`config.mk`:
```
export PLATFORM = sky130hd
export DESIGN_NAME = http_header_tokenizer
export DESIGN_NICKNAME = d
export VERILOG_FILES = /design/src/rtl/hht_pkg.sv /design/src/rtl/hht_front.sv /design/src/rtl/hht_queue.sv /design/src/rtl/hht_back.sv /design/src/rtl/http_header_tokenizer.sv
export SDC_FILE = /design/constraint.sdc
export NUM_CORES = 1
export LEC_CHECK = 0
export ABC_AREA = 1
export BUFFER_PORTS_ARGS = -buffer_cell sky130_fd_sc_hd__buf_2
export CAP_MARGIN = 20
export CORE_MARGIN = 3
export CORE_UTILIZATION = 40
export DETAILED_ROUTE_END_ITERATION = 7
export PLACE_DENSITY = 0.66
export SYNTH_ARGS = -nofsm -noshare
export SYNTH_HDL_FRONTEND = slang
export SYNTH_HIERARCHICAL = 1
export SYNTH_SLANG_ARGS = --single-unit
```
`constraint.sdc`:
```
create_clock -name clk -period 2.1 [get_ports clk]
set_input_delay 0.105 -clock clk [delete_from_list [all_inputs] [get_ports clk]]
set_output_delay 0.105 -clock clk [all_outputs]
set_load 0.1 [all_outputs]
```
`src/rtl/hht_pkg.sv`:
```
// Shared types and codes for the HTTP header tokenizer.
package hht_pkg;

    localparam logic [2:0] KIND_NEWLINE = 3'd0;
    localparam logic [2:0] KIND_NAME    = 3'd1;
    localparam logic [2:0] KIND_COLON   = 3'd2;
    localparam logic [2:0] KIND_VALUE   = 3'd3;
    localparam logic [2:0] KIND_CRWAIT  = 3'd4;
    localparam logic [2:0] KIND_END     = 3'd5;
    localparam logic [2:0] KIND_ERROR   = 3'd6;

    localparam logic [3:0] ST_LINE     = 4'd0;
    localparam logic [3:0] ST_NAME     = 4'd1;
    localparam logic [3:0] ST_SEP      = 4'd2;
    localparam logic [3:0] ST_VALUE    = 4'd3;
    localparam logic [3:0] ST_END      = 4'd4;
    localparam logic [3:0] ST_ERR      = 4'd5;
    localparam logic [3:0] ST_CR_NAME  = 4'd6;
    localparam logic [3:0] ST_CR_VALUE = 4'd7;
    localparam logic [3:0] ST_CR_LINE  = 4'd8;
    localparam logic [3:0] ST_OWS      = 4'd9;

    localparam logic [7:0] CH_COLON = 8'h3A;
    localparam logic [7:0] CH_CR    = 8'h0D;
    localparam logic [7:0] CH_SP    = 8'h20;
    localparam logic [7:0] CH_LF    = 8'h0A;

    typedef struct packed {
        logic [2:0] kind;
        logic       has_data;
        logic [7:0] data;
    } event_t;

    typedef struct packed {
        event_t ev0;
        event_t ev1;
        logic   two;
    } entry_t;

    function automatic event_t make_event(input logic [2:0] kind, input logic has,
                                          input logic [7:0] data);
        event_t ev;
        ev.kind     = kind;
        ev.has_data = has;
        ev.data     = has ? data : 8'd0;
        return ev;
    endfunction

endpackage

```
`src/rtl/hht_front.sv`:
```
// Tokenizer state machine: accepts header bytes and classifies them into event pairs.
module hht_front
    import hht_pkg::*;
(
    input  logic       clk,
    input  logic       rst_n,
    input  logic [7:0] in_byte,
    input  logic       in_valid,
    output logic       in_ready,
    output entry_t     push_data,
    output logic       push_valid,
    input  logic       push_ready
);

    logic [3:0] state_reg;
    logic [3:0] state_next;
    entry_t     entry;

    assign in_ready   = push_ready;
    assign push_valid = in_valid;
    assign push_data  = entry;

    always_comb
    begin
        entry.ev0  = make_event(KIND_ERROR, 1'b0, 8'd0);
        entry.ev1  = make_event(KIND_ERROR, 1'b0, 8'd0);
        entry.two  = 1'b0;
        state_next = ST_ERR;
        case (state_reg)
            ST_LINE:
            begin
                if (in_byte == CH_COLON)
                begin
                    state_next = ST_ERR;
                end
                else if (in_byte == CH_CR)
                begin
                    state_next = ST_CR_LINE;
                    entry.ev0  = make_event(KIND_CRWAIT, 1'b0, 8'd0);
                end
                else
                begin
                    state_next = ST_NAME;
                    entry.ev0  = make_event(KIND_NAME, 1'b1, in_byte);
                end
            end
            ST_NAME:
            begin
                if (in_byte == CH_COLON)
                begin
                    state_next = ST_SEP;
                    entry.ev0  = make_event(KIND_COLON, 1'b0, 8'd0);
                end
                else if (in_byte == CH_CR)
                begin
                    state_next = ST_CR_NAME;
                    entry.ev0  = make_event(KIND_CRWAIT, 1'b0, 8'd0);
                end
                else
                begin
                    state_next = ST_NAME;
                    entry.ev0  = make_event(KIND_NAME, 1'b1, in_byte);
                end
            end
            ST_SEP, ST_OWS:
            begin
                if (in_byte == CH_CR)
                begin
                    state_next = ST_CR_VALUE;
                    entry.ev0  = make_event(KIND_VALUE, 1'b0, 8'd0);
                end
                else if (in_byte == CH_SP)
                begin
                    state_next = ST_OWS;
                    entry.ev0  = make_event(KIND_VALUE, 1'b0, 8'd0);
                end
                else
                begin
                    state_next = ST_VALUE;
                    entry.ev0  = make_event(KIND_VALUE, 1'b1, in_byte);
                end
            end
            ST_VALUE:
            begin
                if (in_byte == CH_CR)
                begin
                    state_next = ST_CR_VALUE;
                    entry.ev0  = make_event(KIND_VALUE, 1'b0, 8'd0);
                end
                else
                begin
                    state_next = ST_VALUE;
                    entry.ev0  = make_event(KIND_VALUE, 1'b1, in_byte);
                end
            end
            ST_CR_NAME:
            begin
                if (in_byte == CH_CR)
                begin
                    state_next = ST_CR_NAME;
                    entry.ev0  = make_event(KIND_NAME, 1'b1, CH_CR);
                end
                else if (in_byte == CH_LF)
                begin
                    state_next = ST_ERR;
                end
                else
                begin
                    state_next = ST_NAME;
                    entry.ev0  = make_event(KIND_NAME, 1'b1, CH_CR);
                    entry.ev1  = make_event(KIND_VALUE, 1'b1, in_byte);
                    entry.two  = 1'b1;
                end
            end
            ST_CR_VALUE:
            begin
                if (in_byte == CH_CR)
                begin
                    state_next = ST_CR_VALUE;
                    entry.ev0  = make_event(KIND_VALUE, 1'b1, CH_CR);
                end
                else if (in_byte == CH_LF)
                begin
                    state_next = ST_LINE;
                    entry.ev0  = make_event(KIND_NEWLINE, 1'b1, CH_LF);
                end
                else
                begin
                    state_next = ST_VALUE;
                    entry.ev0  = make_event(KIND_VALUE, 1'b1, CH_CR);
                    entry.ev1  = make_event(KIND_VALUE, 1'b1, in_byte);
                    entry.two  = 1'b1;
                end
            end
            ST_CR_LINE:
            begin
                if (in_byte == CH_CR)
                begin
                    state_next = ST_CR_NAME;
                    entry.ev0  = make_event(KIND_VALUE, 1'b1, CH_CR);
                end
                else if (in_byte == CH_LF)
                begin
                    state_next = ST_END;
                    entry.ev0  = make_event(KIND_END, 1'b0, 8'd0);
                end
                else
                begin
                    state_next = ST_VALUE;
                    entry.ev0  = make_event(KIND_VALUE, 1'b1, CH_CR);
                    entry.ev1  = make_event(KIND_VALUE, 1'b1, in_byte);
                    entry.two  = 1'b1;
                end
            end
            default:
            begin
                state_next = ST_ERR;
            end
        endcase
    end

    always_ff @(posedge clk or negedge rst_n)
    begin
        if (!rst_n)
        begin
            state_reg <= ST_LINE;
        end
        else if (in_valid && push_ready)
        begin
            state_reg <= state_next;
        end
    end

endmodule

```
`src/rtl/hht_queue.sv`:
```
// Short FIFO of classified event pairs between the tokenizer and the output stage.
module hht_queue
    import hht_pkg::*;
#(
    parameter int DEPTH = 4
)
(
    input  logic   clk,
    input  logic   rst_n,
    input  entry_t push_data,
    input  logic   push_valid,
    output logic   push_ready,
    output entry_t pop_data,
    output logic   pop_valid,
    input  logic   pop_ready
);

    localparam int PW = (DEPTH > 1) ? $clog2(DEPTH) : 1;
    localparam int CW = $clog2(DEPTH + 1);

    entry_t          mem [DEPTH];
    logic [PW-1:0]   wr_ptr_reg;
    logic [PW-1:0]   rd_ptr_reg;
    logic [CW-1:0]   count_reg;
    logic            do_push;
    logic            do_pop;

    assign push_ready = (count_reg != CW'(DEPTH));
    assign pop_valid  = (count_reg != '0);
    assign pop_data   = mem[rd_ptr_reg];
    assign do_push    = push_valid && push_ready;
    assign do_pop     = pop_valid && pop_ready;

    always_ff @(posedge clk)
    begin
        if (do_push)
        begin
            mem[wr_ptr_reg] <= push_data;
        end
    end

    always_ff @(posedge clk or negedge rst_n)
    begin
        if (!rst_n)
        begin
            wr_ptr_reg <= '0;
            rd_ptr_reg <= '0;
            count_reg  <= '0;
        end
        else
        begin
            if (do_push)
            begin
                wr_ptr_reg <= (wr_ptr_reg == PW'(DEPTH - 1)) ? '0 : wr_ptr_reg + 1'b1;
            end
            if (do_pop)
            begin
                rd_ptr_reg <= (rd_ptr_reg == PW'(DEPTH - 1)) ? '0 : rd_ptr_reg + 1'b1;
            end
            if (do_push && !do_pop)
            begin
                count_reg <= count_reg + 1'b1;
            end
            else if (do_pop && !do_push)
            begin
                count_reg <= count_reg - 1'b1;
            end
        end
    end

endmodule

```
`src/rtl/hht_back.sv`:
```
// Output stage: holds one event pair and emits its events one word at a time.
module hht_back
    import hht_pkg::*;
(
    input  logic       clk,
    input  logic       rst_n,
    input  entry_t     pop_data,
    input  logic       pop_valid,
    output logic       pop_ready,
    output logic [2:0] event_kind,
    output logic       has_data,
    output logic [7:0] data_byte,
    output logic       last_event,
    output logic       out_valid,
    input  logic       out_ready
);

    entry_t hold_reg;
    logic   hold_valid_reg;
    logic   phase_reg;
    event_t cur;
    logic   is_last;

    assign cur        = phase_reg ? hold_reg.ev1 : hold_reg.ev0;
    assign is_last    = phase_reg || !hold_reg.two;
    assign event_kind = cur.kind;
    assign has_data   = cur.has_data;
    assign data_byte  = cur.data;
    assign last_event = is_last;
    assign out_valid  = hold_valid_reg;
    assign pop_ready  = !hold_valid_reg || (out_ready && is_last);

    always_ff @(posedge clk)
    begin
        if (pop_ready && pop_valid)
        begin
            hold_reg <= pop_data;
        end
    end

    always_ff @(posedge clk or negedge rst_n)
    begin
        if (!rst_n)
        begin
            hold_valid_reg <= 1'b0;
            phase_reg      <= 1'b0;
        end
        else if (pop_ready)
        begin
            hold_valid_reg <= pop_valid;
            phase_reg      <= 1'b0;
        end
        else if (out_ready)
        begin
            // advance to the second event of the pair
            phase_reg <= 1'b1;
        end
    end

endmodule

```
`src/rtl/http_header_tokenizer.sv`:
```
// Top level of the HTTP header tokenizer.
//
// Input channel: in_byte with in_valid / in_ready, one header byte per word.
// Output channel: event_kind, has_data, data_byte, last_event with
// out_valid / out_ready; each input byte yields one or two event words, the
// last one flagged by last_event.
// A byte is taken every cycle while the event queue (QUEUE_DEPTH entries)
// has room; the tokenizer state register and one byte compare set this rate.
// An accepted byte's events are written into the queue and then loaded
// into the output stage register before they appear on the output.
// The output stage sends one event word per cycle while out_ready is high;
// two-event bytes hold it for both words; the queue absorbs short bursts.
// When the receiver stalls, the output word holds and the queue fills; once
// it is full, in_ready drops until words are taken again.
// Reset empties the queue and output stage and returns the tokenizer to
// the line start state.
module http_header_tokenizer
    import hht_pkg::*;
#(
    parameter int QUEUE_DEPTH = 4
)
(
    input  logic       clk,
    input  logic       rst_n,
    input  logic [7:0] in_byte,
    input  logic       in_valid,
    output logic       in_ready,
    output logic [2:0] event_kind,
    output logic       has_data,
    output logic [7:0] data_byte,
    output logic       last_event,
    output logic       out_valid,
    input  logic       out_ready
);

    entry_t push_data;
    logic   push_valid;
    logic   push_ready;
    entry_t pop_data;
    logic   pop_valid;
    logic   pop_ready;

    hht_front u_front (
        .clk        (clk),
        .rst_n      (rst_n),
        .in_byte    (in_byte),
        .in_valid   (in_valid),
        .in_ready   (in_ready),
        .push_data  (push_data),
        .push_valid (push_valid),
        .push_ready (push_ready)
    );

    hht_queue #(
        .DEPTH (QUEUE_DEPTH)
    ) u_queue (
        .clk        (clk),
        .rst_n      (rst_n),
        .push_data  (push_data),
        .push_valid (push_valid),
        .push_ready (push_ready),
        .pop_data   (pop_data),
        .pop_valid  (pop_valid),
        .pop_ready  (pop_ready)
    );

    hht_back u_back (
        .clk        (clk),
        .rst_n      (rst_n),
        .pop_data   (pop_data),
        .pop_valid  (pop_valid),
        .pop_ready  (pop_ready),
        .event_kind (event_kind),
        .has_data   (has_data),
        .data_byte  (data_byte),
        .last_event (last_event),
        .out_valid  (out_valid),
        .out_ready  (out_ready)
    );

endmodule

```
Word-level counts from Yosys, hierarchy flattened
Memory sizes are Yosys's and may differ from the RTL's. A register that Yosys moved wholly into a read port is not among the register bits.
Cells that the tools add are included.
Operators by class
  add/sub/neg operators: 4
  multiply operators: 0
  divide/modulo/power cells: 0
  order comparisons: 0
  eq/ne operators: 14
  shift operators: 0
  mux-type cells: 40
  bitwise gates (word level): 0
  reduce and logical (&&, ||, !) cells: 17
Operator list (count)
  12-bit 2-to-1 mux: 9
  12-bit case mux with 7 select lines: 1
  13-bit 2-to-1 mux: 3
  4-bit 2-to-1 mux: 7
  4-bit case mux with 7 select lines: 1
  13-bit case mux with 2 select lines: 1
  25-bit 2-to-1 mux: 1
  3-bit 2-to-1 mux: 7
  9-bit 2-to-1 mux: 2
  8-bit by 4-bit equality test with 1-bit output, second input constant: 2
  8-bit by 6-bit equality test with 1-bit output, second input constant: 2
  11-bit 2-to-1 mux: 1
  4-bit by 2-bit equality test with 1-bit output, second input constant: 2
  4-bit by 3-bit equality test with 1-bit output, second input constant: 2
  4-bit equality test, second input constant: 2
  2-bit 2-to-1 mux: 3
  1-bit logical AND: 5
  2-bit by 1-bit adder with 2-bit output, second input constant: 2
  2-bit equality test, second input constant: 2
  4-bit by 1-bit equality test with 1-bit output, second input constant: 1
  1-bit zero test: 4
  4-bit zero test: 1
  1-bit 2-to-1 mux: 4
  2-bit nonzero test: 2
  6 further kinds: 8
Storage, ports and cells
  register bits after elaboration: 13
  bits in latches: 0
  RAM bits: 100
  memory bits (read-only): 0
  input bits: 12
  output and inout bits: 15
  word-level logic and storage cells: 82
  memories kept: 1
Memory list
  u_queue.mem: words 4, width 25, read ports 1, clocked after memory_dff 1, write ports 1, RTL line hht_queue.sv:21  | entry_t mem [DEPTH];

Longest topological paths before layout
  depth in word-level cells: 8
  gate-level depth with buffers: 13

Hierarchy
The synthesis kept the hierarchy.
By module, submodules not included
  hht_queue: instances 1, cells an instance 350, area an instance 4436.8 sq um, seq. area each 3178.0 sq um
  hht_back: instances 1, cells an instance 74, area an instance 1018.5 sq um, seq. area each 800.8 sq um
  hht_front: instances 1, cells an instance 165, area an instance 854.6 sq um, seq. area each 100.1 sq um

Worst setup path after synthesis
No wires, ideal clock.
  path type: reg2reg
  from: reg u_queue.count_reg[0]
  to: mem u_queue/mem[0][0] in the netlist's numbering, enable pin
  arrival: 1827 ps
  required time: 1693 ps
  slack: -134 ps
  stages on the path, launching flop included: 5
  path buffers: 0
  clock period less this slack: 2234 ps
  path through: dfrtp_1 > inv_2 > nand3_1 > nand2_1 > nor2_1
Between the ends
  word-level cells in the longest chain between the ends: 4
Ends and longest elaborated chain
  from (decl): RTL line hht_queue.sv:24  | logic [CW-1:0] count_reg;
  from (signal assigned): RTL line hht_queue.sv:62  | count_reg <= count_reg + 1'b1;
  from (signal assigned): RTL line hht_queue.sv:66  | count_reg <= count_reg - 1'b1;
  3-bit != test: RTL line hht_queue.sv:28  | assign push_ready = (count_reg != CW'(DEPTH));
  net push_ready: RTL line http_header_tokenizer.sv:38  | logic push_ready;
  1-bit logical AND: RTL line hht_queue.sv:31  | assign do_push = push_valid && push_ready;
  1-bit 2-to-1 mux: RTL line hht_queue.sv:36  | if (do_push)
  1-bit 2-to-1 mux (implied by the code): RTL line hht_queue.sv:38  | mem[wr_ptr_reg] <= push_data;
  to (decl): RTL line hht_queue.sv:21
The timed path passes the listed nets, and every way through them passes these cells.

Final worst setup path
  from: reg u_queue.count_reg[0]
  to: reg u_queue.count_reg[2]
Between the ends
  word-level cells in the longest chain between the ends: 5
  elaborated cells on any way between the ends: 13
  those cells by class: 2 x add/sub; 1 x eq/ne; 2 x mux; 8 x reduce/logical
Ends and longest elaborated chain
  3-bit nonzero test *: RTL line hht_queue.sv:29  | assign pop_valid = (count_reg != '0);
  net pop_valid: RTL line http_header_tokenizer.sv:40  | logic pop_valid;
  1-bit logical AND *: RTL line hht_queue.sv:32  | assign do_pop = pop_valid && pop_ready;
  1-bit zero test: RTL line hht_queue.sv:60  | if (do_push && !do_pop)
  1-bit logical AND: RTL line hht_queue.sv:60
  3-bit 2-to-1 mux or 2-bit nonzero test (tied branches)
The timed path passes the listed nets; every way through them passes the cells marked *. The select of a mux whose other input is x is not followed.
A chain may end at the register's enable or synchronous reset.

==> run summary <==
After detailed routing, the number of remaining DRC violations is 0. The number of cells on the worst reg-to-reg path is 10. The worst slew margin relative to its limit is 0.654. For this run, the number of Yosys warnings is 6.

The clock drives 138 sinks. The CTS buffer count is 17. The setup violation total in the final timing report is 0.

The required time of the critical path came out at 2.40 ns. The initial antenna violation count came out at 0. The pin count of the biggest net entering global routing came out at 104.

Counting flops and latches in the post-synthesis netlist gives 138. In this run the core area contains 45 standard-cell rows. The portion of the clock cycle consumed by the worst path in the final layout came out at 0.852. Setup repair after global routing left no endpoint under its margin.

The weighted congestion at the end of routability-driven global placement is 0.859. The area share of the largest cell type after synthesis came out at 0.595. Of the total power, registers draw 0.356.

The number of setup buffers added after CTS came out at 0. The number of levels in the clock H-tree came out at 4. The die extent in y is 132 um. The highest achievable clock rate is 559 MHz.

The initial core utilization came out at 0.412. The remaining antenna violation count came out at 0. The number of top-level pins came out at 27. The flop-to-flop setup slack came out at 0.31 ns. The number of global-route vias before repair is 3901.

The sum of routed wire length over all layers came out at 12000 um. The setup skew after layout came out at 0.00660 ns. The power density over the cells came out at 1730 nW/um^2. Of the synthesized area, sequential elements account for 0.646. The highest net fanout along the worst path is 4. The total count of max-transition violations in the final report is 0. The worst-case vdd ir drop came out at 0.00123 V. Of the total power, the share spent switching nets is 0.402. The smallest clock period supported by the final layout is computed as 1.79 ns. The core region is 15300 sq um. The design internal power came out at 0.00762 W. The most common cell in the synthesized netlist is sky130_fd_sc_hd__nand2_1. The number of cells in the finished layout apart from fillers came out at 847.

The clock reaches the later pin of the worst-skew pair after 0.42 ns. The proportion of power drawn by the clock network came out at 0.263. The setup path with the least slack is of type reg -> reg. The average cell area after synthesis came out at 10.7 sq um.

Counting every net in the synthesized netlist gives 608. In the synthesized netlist the dominant register cell turns out to be sky130_fd_sc_hd__edfxtp_1. The number of distinct standard cells referenced by the synthesized netlist came out at 32. The net total in the final layout came out at 642. Counting along the longest clock path gives a buffer depth of 2. The number of buffer cells added on primary ports came out at 26.

TritonCTS built the clock tree. The data arrival at the endpoint of the critical path is 2.09 ns. The synthesized netlist cell count is 589. The endpoint kind of the worst setup timing path is a register. The final count of hold timing violations is 0. Counting instances in the post-synthesis netlist gives the leading cell types as sky130_fd_sc_hd__nand2_1, sky130_fd_sc_hd__edfxtp_1, sky130_fd_sc_hd__inv_1, sky130_fd_sc_hd__o211ai_1, sky130_fd_sc_hd__nor2_1. At the pin with the least slew margin, the transition time is 0.518 ns.

The number of filler cells placed in the layout is 1406. By area the synthesized netlist is led by sky130_fd_sc_hd__edfxtp_1, sky130_fd_sc_hd__nand2_1, sky130_fd_sc_hd__o211ai_1. The largest area contributor in the netlist is sky130_fd_sc_hd__edfxtp_1. The path class of the lowest-slack min-delay path is in -> async.

The detailed router finished its first iteration with 248 violations. The run finished with clean final reports. The wire length of the first global-routing pass came out at 19500 um.

From left edge to right edge, the die measures 132 um. The first-pass iteration count of the detailed router came out at 5. Clock-pin slew was measured on the worst setup and hold paths at 0.06 ns. The worst setup path is launched from a register. The net switching power came out at 0.00513 W.

The routed wirelength normalized by instance count came out at 14.1 um. The number of flip-flops under the largest register name is 100. After legalization and detailed placement, the total HPWL measured 7740 um. Across every metal layer, demand over resource in global routing totals 0.145.

The final core area utilization is 0.480. The share of final-layout standard cells stronger than drive strength 1 came out at 0.175. The repair_antennas step left the layout with diodes totalling 0.

The fraction of registers with async set or reset after synthesis is 0.0942. The cell area that synthesis handed to floorplanning was 6310 sq um. Clock tree synthesis selected as its root buffer the cell sky130_fd_sc_hd__clkbuf_16. The via count came out at 4055. The analysis attributes to cell leakage a power of 3.06 nW. The total die area came out at 17300 sq um. The post-placement cell count is 812. The logic gate share of total power is 0.381. The synthesis-to-finish area growth came out at 16.6%.

The total congestion overflow is 0. The total of max-cap violations is 0. The number of flops mapped to enable cells by yosys came out at 125. Dividing the detail-routed via count by the number of cells gives 4.79.
[worst max-delay path: stages (launching register included)]
cell and delay (ns):
sky130_fd_sc_hd__dfrtp_1 0.43, sky130_fd_sc_hd__inv_2 0.08, sky130_fd_sc_hd__nand3_1 0.13, sky130_fd_sc_hd__nand2_1 0.14, sky130_fd_sc_hd__ha_1 0.17, sky130_fd_sc_hd__inv_1 0.07, sky130_fd_sc_hd__fa_1 0.38, sky130_fd_sc_hd__nand2_1 0.11
sky130_fd_sc_hd__nand3_1 0.07, sky130_fd_sc_hd__nand2_1 0.06, sky130_fd_sc_hd__nand2_1 0.05
[metal layers]
| metal | global-route usage | part of all wire |
|---|---|---|
| met2 | 0.228 | 0.47 |
| met5 | 0 | 0 |
| met4 | 0.0659 | 0.021 |
| met1 | 0.190 | 0.45 |
| met3 | 0.0391 | 0.065 |
[power groups by stage]
stage | Sequential, W | Combinational (W) | Clock, W
final | 0.00455 | 0.00486 | 0.00335
after global routing | 0.00463 | 0.00534 | 0.00354
after CTS | 0.00456 | 0.00492 | 0.00341
after detailed placement | 0.00460 | 0.00490 | 0
after global placement | 0.00456 | 0.00478 | 0
after floorplan | 0.00457 | 0.00394 | 0
[layout by cell type, fill, tap and decap left out, types with 5 or more instances in the layout]
cell type	n
sky130_fd_sc_hd__nand3_1	22
sky130_fd_sc_hd__nor2_1	35
sky130_fd_sc_hd__o211ai_1	50
sky130_fd_sc_hd__ha_1	6
sky130_fd_sc_hd__dfrtp_1	11
sky130_fd_sc_hd__inv_2	14
sky130_fd_sc_hd__buf_2	26
sky130_fd_sc_hd__buf_12	5
sky130_fd_sc_hd__buf_4	6
sky130_fd_sc_hd__bufinv_16	6
sky130_fd_sc_hd__inv_1	80
sky130_fd_sc_hd__nor2_2	13
sky130_fd_sc_hd__nand2_1	168
sky130_fd_sc_hd__edfxtp_1	125
sky130_fd_sc_hd__nand4_1	5
sky130_fd_sc_hd__clkbuf_16	17
[cell families (layout without fill, tap and decap cells)]
family	Yosys count	after routing	synth area share
flops	138	138	0.646
compound gates	62	62	0.0710
fa+ha+maj	7	7	0.0151
buf+inv	121	168	0.0902
other cells	1	1	0.000594
xor+xnor	1	1	0.00139
simple gates	259	259	0.175
[per-stage QoR]
stage	hold WS, ns	setup TNS (ns)	power (W)	instance area (sq um)	setup slack, ns
5_1_grt	0.136	0	0.0135	7360	0.106
3_3_place_gp	0.0257	0	0.00935	6650	0.390
3_5_place_dp	0.0306	0	0.00950	6650	0.283
2_1_floorplan	-0.191	-13.35	0.00851	6310	-0.134
4_1_cts	0.116	0	0.0129	7360	0.292
6_report	0.125	0	0.0128	7360	0.312
[path summary, 6_finish.rpt]
path                                                  start                                to
max                        u_queue/count_reg[0]$_DFFE_PN0P_  u_queue/count_reg[2]$_DFFE_PN0P_
min                                                   rst_n  u_front/state_reg[1]$_DFFE_PN0P_
max reg2reg                u_queue/count_reg[0]$_DFFE_PN0P_  u_queue/count_reg[2]$_DFFE_PN0P_
min reg2reg                u_queue/count_reg[2]$_DFFE_PN0P_  u_queue/count_reg[2]$_DFFE_PN0P_
max in group asynchronous                             rst_n      u_back/out_valid$_DFFE_PN0P_
min in group clk                                 in_byte[7]       u_queue/mem[2][8]$_DFFE_PP_
[area by class of cell]
| class | instances | area, sq um | area share |
|---|---|---|---|
| inverters | 96 | 362 | 0.0492 |
| clock buffers | 18 | 429 | 0.0583 |
| multi-input cells | 330 | 1670 | 0.227 |
| well taps | 211 | 264 | 0.0359 |
| clock inverters | 14 | 243 | 0.0330 |
| repair buffers | 40 | 305 | 0.0415 |
| flip-flops and latches | 138 | 4080 | 0.555 |
[what timing repair did]
item | 4_1_cts | 5_1_grt
hold buffers | 3 | 0
hold endpoints to repair | 16 | 0
gates resized for setup | 0 | 0
No activity file was read; power rests on OpenSTA's default activity.
